### config.mk
export PLATFORM = sky130hd
export DESIGN_NAME = state_variable_bandpass_mix
export DESIGN_NICKNAME = d
export VERILOG_FILES = /design/src/svbm_pkg.sv /design/src/svbm_mul.sv /design/src/state_variable_bandpass_mix.sv
export VERILOG_INCLUDE_DIRS = /design/src /design/src/src
export SDC_FILE = /design/constraint.sdc
export NUM_CORES = 2
export LEC_CHECK = 0
export ABC_AREA = 1
export BUFFER_PORTS_ARGS = -buffer_cell sky130_fd_sc_hd__buf_4
export CORE_UTILIZATION = 30
export DETAILED_ROUTE_END_ITERATION = 10
export HOLD_SLACK_MARGIN = 0.02
export PLACE_DENSITY = 0.41
export RECOVER_POWER = 100
export SETUP_SLACK_MARGIN = 0.2
export SLEW_MARGIN = 20
export SYNTH_ARGS = -nofsm -noshare
export SYNTH_HDL_FRONTEND = slang
export SYNTH_SLANG_ARGS = --single-unit
export TNS_END_PERCENT = 100
### constraint.sdc
create_clock -name clk -period 21.5 [get_ports clk]
set_input_delay 2.15 -clock clk [delete_from_list [all_inputs] [get_ports clk]]
set_output_delay 2.15 -clock clk [all_outputs]
set_load 0.02 [all_outputs]
### src/assert_macros.svh
// Assertion macros used by the RTL of the band-pass mix block.
// Defining ASSERT_OFF turns every assertion into nothing.
`ifndef ASSERT_MACROS_SVH
`define ASSERT_MACROS_SVH
`ifndef ASSERT_OFF
`define ASSERT_RST(label, clk, rst_n, prop, msg) \
  label: assert property (@(posedge clk) disable iff (!rst_n) (prop)) else $error(msg);
`define ASSERT_CLK(label, clk, prop, msg) \
  label: assert property (@(posedge clk) (prop)) else $error(msg);
`else
`define ASSERT_RST(label, clk, rst_n, prop, msg)
`define ASSERT_CLK(label, clk, prop, msg)
`endif
`endif

### src/svbm_pkg.sv
// Types and constants of the state-variable band-pass mix block.
// Used by svbm_mul and state_variable_bandpass_mix; depends on nothing.
package svbm_pkg;

  localparam int MUL_A_W = 24;
  localparam int MUL_B_W = 33;
  localparam int PROD_W  = MUL_A_W + MUL_B_W;

  typedef struct packed {
    logic                      en;
    logic signed [MUL_A_W-1:0] a;
    logic signed [MUL_B_W-1:0] b;
  } mul_req_t;

  typedef enum logic [1:0] {
    REG_FREQ_COEF    = 2'd0,
    REG_DAMPING      = 2'd1,
    REG_TARGET_BLEND = 2'd2
  } cfg_reg_t;

  localparam logic [15:0] FREQ_COEF_RST    = 16'd4284;
  localparam logic [15:0] DAMPING_RST      = 16'd3277;
  localparam logic [15:0] TARGET_BLEND_RST = 16'd19661;
  localparam logic [15:0] TARGET_MAX       = 16'd32768;
  localparam logic [31:0] BLEND_RST        = 32'd1288490189;
  localparam logic [31:0] BLEND_ONE        = 32'd2147483648;
  localparam logic signed [MUL_A_W-1:0] SMOOTH_K = 24'sd2147484;

endpackage

### src/svbm_mul.sv
// Shared signed multiplier with a registered product.
// Depends on svbm_pkg for the operand widths and the request struct.
module svbm_mul (
  input  logic                                clk,
  input  svbm_pkg::mul_req_t                  req,
  output logic signed [svbm_pkg::PROD_W-1:0]  prod
);
  import svbm_pkg::*;

  logic signed [PROD_W-1:0] prod_r;

  always_ff @(posedge clk) begin
    if (req.en) begin
      prod_r <= req.a * req.b;
    end
  end

  assign prod = prod_r;

endmodule

### src/state_variable_bandpass_mix.sv
// State-variable band-pass filter with a smoothed wet/dry mix, one sample of one channel per
// word. All products go through one 24 x 33 bit multiplier whose result is registered before
// use, so a word for a valid channel runs from S_DAMP_MUL through S_OUT before the next is
// accepted; with frame_start set, S_BLEND_MUL and S_BLEND_ADD run first for the blend smoother
// step. A word for a channel at or above CHANNELS skips the filter and passes through unfiltered.
// The result waits in an output register, and the next word is taken while it waits; the final
// step of a word stalls only while that register still holds an unaccepted result.
`include "assert_macros.svh"

module state_variable_bandpass_mix #(
  parameter int CHANNELS = 2
) (
  input  logic               clk,
  input  logic               rst_n,
  input  logic               in_valid,
  output logic               in_ready,
  input  logic signed [15:0] in_sample_in,
  input  logic [3:0]         in_chan,
  input  logic               in_frame_start,
  output logic               out_valid,
  input  logic               out_ready,
  output logic signed [15:0] out_sample_out,
  output logic [3:0]         out_chan_out,
  input  logic               cfg_valid,
  output logic               cfg_ready,
  input  logic [1:0]         cfg_index,
  input  logic [15:0]        cfg_data
);
  import svbm_pkg::*;

  localparam int IDX_W = (CHANNELS > 1) ? $clog2(CHANNELS) : 1;

  typedef enum logic [3:0] {
    S_IDLE,
    S_BLEND_MUL,
    S_BLEND_ADD,
    S_DAMP_MUL,
    S_HIGH,
    S_BAND_MUL,
    S_BAND,
    S_LOW_MUL,
    S_LOW,
    S_MIX_DRY,
    S_MIX_SUM,
    S_OUT
  } state_t;

  state_t                    state_r;
  logic [15:0]               freq_coef_r;
  logic [15:0]               damping_r;
  logic [15:0]               target_r;
  logic [31:0]               cb_r;
  logic signed [MUL_B_W-1:0] diff_r;
  logic signed [MUL_B_W-1:0] dry_r;
  logic signed [23:0]        band_mem_r [CHANNELS];
  logic signed [23:0]        low_mem_r [CHANNELS];

  logic signed [15:0]        x_r;
  logic [3:0]                chan_r;
  logic [IDX_W-1:0]          idx_r;
  logic                      in_range_r;
  logic signed [23:0]        band_r;
  logic signed [23:0]        low_r;
  logic signed [23:0]        high_r;
  logic signed [PROD_W-1:0]  acc_r;
  logic                      out_valid_r;
  logic signed [15:0]        out_sample_r;
  logic [3:0]                out_chan_r;

  mul_req_t                  mul_req;
  logic signed [PROD_W-1:0]  prod;

  logic                      in_fire;
  logic                      in_chan_ok;
  logic [IDX_W-1:0]          in_idx;
  logic                      out_free;
  logic                      wb_en;
  logic [15:0]               target_clamped;
  logic signed [MUL_A_W-1:0] xq;
  logic signed [PROD_W-1:0]  r15_full;
  logic signed [PROD_W-1:0]  r31_full;
  logic signed [PROD_W-1:0]  r37_full;
  logic signed [43:0]        r15;
  logic signed [43:0]        xq_ext;
  logic signed [43:0]        low_ext;
  logic signed [43:0]        band_ext;
  logic signed [33:0]        cb_sum;
  logic signed [23:0]        high_nxt;
  logic signed [23:0]        band_nxt;
  logic signed [23:0]        low_nxt;
  logic [31:0]               cb_nxt;
  logic signed [15:0]        y_nxt;

  function automatic logic signed [23:0] sat24(input logic signed [43:0] v);
    logic signed [23:0] r;
    if (v > 44'sd8388607) begin
      r = 24'sh7FFFFF;
    end else if (v < -44'sd8388608) begin
      r = 24'sh800000;
    end else begin
      r = v[23:0];
    end
    return r;
  endfunction

  function automatic logic signed [15:0] sat16(input logic signed [23:0] v);
    logic signed [15:0] r;
    if (v > 24'sd32767) begin
      r = 16'sh7FFF;
    end else if (v < -24'sd32768) begin
      r = 16'sh8000;
    end else begin
      r = v[15:0];
    end
    return r;
  endfunction

  svbm_mul u_mul (
    .clk  (clk),
    .req  (mul_req),
    .prod (prod)
  );

  assign in_ready   = (state_r == S_IDLE);
  assign in_fire    = in_valid && in_ready;
  assign in_chan_ok = ({1'b0, in_chan} < 5'(CHANNELS));
  assign in_idx     = in_chan_ok ? in_chan[IDX_W-1:0] : '0;
  assign out_free   = !out_valid_r || out_ready;
  assign wb_en      = (state_r == S_OUT) && out_free && in_range_r;
  assign cfg_ready  = 1'b1;
  assign out_valid      = out_valid_r;
  assign out_sample_out = out_sample_r;
  assign out_chan_out   = out_chan_r;

  assign target_clamped = (target_r > TARGET_MAX) ? TARGET_MAX : target_r;
  assign xq = {{2{x_r[15]}}, x_r, 6'b0};

  always_comb begin
    r15_full = (prod + 57'sd16384) >>> 15;
    r31_full = (prod + 57'sd1073741824) >>> 31;
    r37_full = (acc_r + 57'sd68719476736) >>> 37;
    r15      = signed'(r15_full[43:0]);
    xq_ext   = {{20{xq[23]}}, xq};
    low_ext  = {{20{low_r[23]}}, low_r};
    band_ext = {{20{band_r[23]}}, band_r};
    high_nxt = sat24(xq_ext - low_ext - r15);
    band_nxt = sat24(band_ext + r15);
    low_nxt  = sat24(low_ext + r15);
    cb_sum   = signed'({2'b00, cb_r}) + signed'(r31_full[33:0]);
    if (cb_sum < 34'sd0) begin
      cb_nxt = '0;
    end else if (cb_sum > signed'({2'b00, BLEND_ONE})) begin
      cb_nxt = BLEND_ONE;
    end else begin
      cb_nxt = cb_sum[31:0];
    end
    y_nxt = in_range_r ? sat16(signed'(r37_full[23:0])) : x_r;
  end

  always_comb begin
    mul_req.en = 1'b0;
    mul_req.a  = band_r;
    mul_req.b  = signed'({17'b0, freq_coef_r});
    unique case (state_r)
      S_BLEND_MUL: begin
        mul_req.en = 1'b1;
        mul_req.a  = SMOOTH_K;
        mul_req.b  = diff_r;
      end
      S_DAMP_MUL: begin
        mul_req.en = 1'b1;
        mul_req.b  = signed'({17'b0, damping_r});
      end
      S_BAND_MUL: begin
        mul_req.en = 1'b1;
        mul_req.a  = high_r;
      end
      S_LOW_MUL: begin
        mul_req.en = 1'b1;
      end
      S_LOW: begin
        mul_req.en = 1'b1;
        mul_req.b  = signed'({1'b0, cb_r});
      end
      S_MIX_DRY: begin
        mul_req.en = 1'b1;
        mul_req.a  = xq;
        mul_req.b  = dry_r;
      end
      default: begin
        mul_req.en = 1'b0;
      end
    endcase
  end

  always_ff @(posedge clk) begin
    if (!rst_n) begin
      freq_coef_r <= FREQ_COEF_RST;
      damping_r   <= DAMPING_RST;
      target_r    <= TARGET_BLEND_RST;
    end else if (cfg_valid) begin
      unique case (cfg_index)
        REG_FREQ_COEF:    freq_coef_r <= cfg_data;
        REG_DAMPING:      damping_r   <= cfg_data;
        REG_TARGET_BLEND: target_r    <= cfg_data;
        default: begin
        end
      endcase
    end
  end

  always_ff @(posedge clk) begin
    diff_r <= signed'({1'b0, target_clamped, 16'b0}) - signed'({1'b0, cb_r});
    dry_r  <= signed'({1'b0, BLEND_ONE}) - signed'({1'b0, cb_r});
  end

  always_ff @(posedge clk) begin
    if (!rst_n) begin
      for (int i = 0; i < CHANNELS; i++) begin
        band_mem_r[i] <= '0;
        low_mem_r[i]  <= '0;
      end
    end else if (wb_en) begin
      band_mem_r[idx_r] <= band_r;
      low_mem_r[idx_r]  <= low_r;
    end
  end

  always_ff @(posedge clk) begin
    if (!rst_n) begin
      state_r     <= S_IDLE;
      out_valid_r <= 1'b0;
      cb_r        <= BLEND_RST;
    end else begin
      if (out_valid_r && out_ready && (state_r != S_OUT)) begin
        out_valid_r <= 1'b0;
      end
      unique case (state_r)
        S_IDLE: begin
          if (in_fire) begin
            x_r        <= in_sample_in;
            chan_r     <= in_chan;
            idx_r      <= in_idx;
            in_range_r <= in_chan_ok;
            band_r     <= band_mem_r[in_idx];
            low_r      <= low_mem_r[in_idx];
            if (in_frame_start) begin
              state_r <= S_BLEND_MUL;
            end else if (in_chan_ok) begin
              state_r <= S_DAMP_MUL;
            end else begin
              state_r <= S_OUT;
            end
          end
        end
        S_BLEND_MUL: begin
          state_r <= S_BLEND_ADD;
        end
        S_BLEND_ADD: begin
          cb_r    <= cb_nxt;
          state_r <= in_range_r ? S_DAMP_MUL : S_OUT;
        end
        S_DAMP_MUL: begin
          state_r <= S_HIGH;
        end
        S_HIGH: begin
          high_r  <= high_nxt;
          state_r <= S_BAND_MUL;
        end
        S_BAND_MUL: begin
          state_r <= S_BAND;
        end
        S_BAND: begin
          band_r  <= band_nxt;
          state_r <= S_LOW_MUL;
        end
        S_LOW_MUL: begin
          state_r <= S_LOW;
        end
        S_LOW: begin
          low_r   <= low_nxt;
          state_r <= S_MIX_DRY;
        end
        S_MIX_DRY: begin
          acc_r   <= prod;
          state_r <= S_MIX_SUM;
        end
        S_MIX_SUM: begin
          acc_r   <= acc_r + prod;
          state_r <= S_OUT;
        end
        S_OUT: begin
          if (out_free) begin
            out_valid_r  <= 1'b1;
            out_sample_r <= y_nxt;
            out_chan_r   <= chan_r;
            state_r      <= S_IDLE;
          end
        end
        default: begin
          state_r <= S_IDLE;
        end
      endcase
    end
  end

  `ASSERT_RST(a_busy_after_accept, clk, rst_n, in_fire |=> !in_ready, "accepted a word while busy")
  `ASSERT_RST(a_blend_bound, clk, rst_n, cb_r <= BLEND_ONE, "blend above one")
  `ASSERT_RST(a_out_from_out_state, clk, rst_n, $rose(out_valid_r) |-> $past(state_r == S_OUT), "result raised outside output step")
  `ASSERT_RST(a_blend_update_step, clk, rst_n, !$stable(cb_r) |-> $past(state_r == S_BLEND_ADD), "blend changed outside smoother step")

endmodule

==> impl_metrics.env <==
export IMPL_status="finished, violations left"
export IMPL_violations="max-capacitance violations, max-slew violations"
export IMPL_grt_max_degree=67
export IMPL_ys_seq_area_share_pct=18.5
export IMPL_cts_made_buffers=58
export IMPL_syn_area_per_cell_um2=7.36
export IMPL_rrSetupSlack_ns=8.24
export IMPL_ctsResizeCount=0
export IMPL_ant_nets=0
export IMPL_final_nets=10500
export IMPL_drive_above_1_share_pct=3.88
export IMPL_post_cts_setup_buffers=0
export IMPL_grt_pass1_wl_mm=424
export IMPL_worstPathRequired_ns=21.95
export IMPL_die_h_um=475
export IMPL_io_buffers=65
export IMPL_cts_root_buf="clkbuf_16"
export IMPL_grt_ovfl_total=0
export IMPL_tns_ns=0
export IMPL_slowest_delay_ns=1.22
export IMPL_yosys_register_bits=459
export IMPL_finClkSkew_ns=0.0493
export IMPL_antenna_found_initial=17
export IMPL_finish_instance_area_mm2=0.0731
export IMPL_route_met2_wl_mm=138
export IMPL_worstMarginPinSlew_ns=3.56
export IMPL_clockBufferDepth=3
export IMPL_cts_sinks=459
export IMPL_cts_tree="yes"
export IMPL_min_from="chan_r[1]"
export IMPL_mappedNetlistArea_mm2=0.0672
export IMPL_dp_hpwl_mm=242
export IMPL_min_path_type="flop to flop"
export IMPL_cp_start_kind="flop"
export IMPL_rr_startpoint="state_r[1]"
export IMPL_synth_flop_cell="edfxtp_1"
export IMPL_drc_errors=0
export IMPL_wl_met1_mm=134
export IMPL_max_slew_margin_rel_pct=-138
export IMPL_holdPathEnd="out_chan_out[1]"
export IMPL_ctsHoldBuffers=0
export IMPL_async_flop_share_pct=0
export IMPL_crit_type="flop to flop"
export IMPL_fin_crit_ns=13.26
export IMPL_die_width_um=475
export IMPL_drv_cap=16
export IMPL_rsz0062_at_grt="no"
export IMPL_met3_length_mm=14.9
export IMPL_path_max_fanout=24
export IMPL_reg2reg_to="u_mul.prod[42]"
export IMPL_firstDrtPassIters=6
export IMPL_slew_viol_final=646
export IMPL_synth_edf_count=324
export IMPL_placed_cell_area_mm2=0.0715
export IMPL_grt_pass1_vias=60800
export IMPL_start_util_pct=30.2
export IMPL_hold_depth=0
export IMPL_finalSetupViolations=0
export IMPL_min_period_over_period_pct=61.7
export IMPL_clock_latency_ns=0.73
export IMPL_hold_viol=0
export IMPL_wire_per_inst_um=24.1
export IMPL_critPathCaptureType="flop"
export IMPL_place_congestion=0.970
export IMPL_fmax_mhz=75.4
export IMPL_timing_critical_path_mode_cell="fa_1"
export IMPL_yosysUniqueCellTypes=65
export IMPL_yosys_warnings=0
export IMPL_layout_common_cells="2253 x nand2_1, 1935 x inv_1, 1116 x nor2_1, 847 x fa_1, 462 x a21oi_1"
export IMPL_coreArea_mm2=0.223
export IMPL_cpMaxStageDelayCell="nor2_1"
export IMPL_top_layer="met5"
export IMPL_drt_wl_total_mm=293
export IMPL_row_count=173
export IMPL_ff2ff_path_depth=30
export IMPL_grt_usage_pct=25.9
export IMPL_viasPerCell=4.93
export IMPL_io_pins=67
export IMPL_die_area_mm2=0.226
export IMPL_mostFrequentLayoutCell="nand2_1"
export IMPL_path_clk_slew_ns=0.08
export IMPL_drtIter0Drc=4594
export IMPL_vias=60100
export IMPL_syn2layout_area_growth_pct=8.83
export IMPL_worst_ep_arrival_time_ns=13.72
export IMPL_postSynthCellCount=9132
export IMPL_h_tree_depth=2
## worst max-delay path: cells and delay by family (launching register included)
kind | cells | cell delay [ns]
buffers and inverters | 7 | 3.01
xor gates and xnor gates | 1 | 0.18
and+or+nand+nor | 10 | 3.18
AOI/OAI and AO/OA | 4 | 2.02
adders and majority gates | 8 | 4.06
DFF | 1 | 0.46
## through the flow
stage,util [%],cells,setup WS (ns),hold WS (ns)
after floorplan,-,9137,13.76,0.400
after global placement,32.1,12100,10.08,0.403
after detailed placement,32.1,12100,10.02,0.405
after CTS,33.0,12200,9.91,0.419
after global routing,32.9,12200,7.49,0.423
final,32.9,12200,8.24,0.418
## synth_stat cells (all sizes together), types with 31 or more instances
library cell / number / area share, %
a21oi: 483 / 3.8
a31oi: 31 / 0.29
buf: 91 / 0.82
clkbuf: 124 / 0.69
dfxtp: 135 / 4.0
edfxtp: 324 / 14
fa: 847 / 25
ha: 427 / 7.9
inv: 1947 / 11
nand2: 2276 / 13
nand3: 289 / 2.2
nand4: 91 / 0.86
nor2: 1135 / 6.4
nor3: 77 / 0.69
o211ai: 33 / 0.38
o21ai: 307 / 2.3
xnor2: 69 / 0.90
xor2: 203 / 2.6
## cell families after synthesis
group           share of synthesized area [%]
flops                                    18.5
buf+inv                                  12.4
other cells                            0.0112
fa+ha+maj                                33.2
xor+xnor                                 3.54
compound gates                           8.47
simple gates                             23.9
## sequential cells by signal (all words and copies together) (netlist names), 4 cells and up
signal,flops
acc_r,57
u_mul.prod,57
band_mem_r,48
low_mem_r,48
dry_r,33
cb_r,32
band_r,24
high_r,24
low_r,24
diff_r,17
damping_r,16
freq_coef_r,16
out_sample_out,16
target_r,16
x_r,16
chan_r,4
out_chan_out,4
state_r,4
## cell type report
cell class / instances / area, um2
tap: 2975 / 3720
timing repair buffer: 178 / 1180
clock buffer: 70 / 1530
clock inverter: 37 / 437
multi-input combinational: 6510 / 46500
fill: 24400 / 149000
antenna: 8 / 20.0
inverter: 1953 / 7330
sequential: 459 / 12400
## metal layers
metal | up-vias | track usage [%]
met3 | 288 | 3.18
met4 | 6 | 5.69
met2 | 1577 | 43.1
met1 | 30300 | 35.6
li1 | 28000 | -
met5 | - | 0
## worst max path at each step
stage	start	endpoint	slack, ns	depth (start not counted)
5_1_grt	state_r[1]	u_mul.prod[42]	7.49	30
3_5_place_dp	state_r[1]	u_mul.prod[52]	10.02	33
2_1_floorplan	state_r[0]	u_mul.prod[55]	13.76	33
4_1_cts	state_r[1]	u_mul.prod[52]	9.91	33
3_3_place_gp	state_r[1]	u_mul.prod[52]	10.08	33
6_report	state_r[1]	u_mul.prod[42]	8.24	30
Power is not shown: default switching activity piles up to over one toggle a cycle in this logic, so the estimate is an artifact.
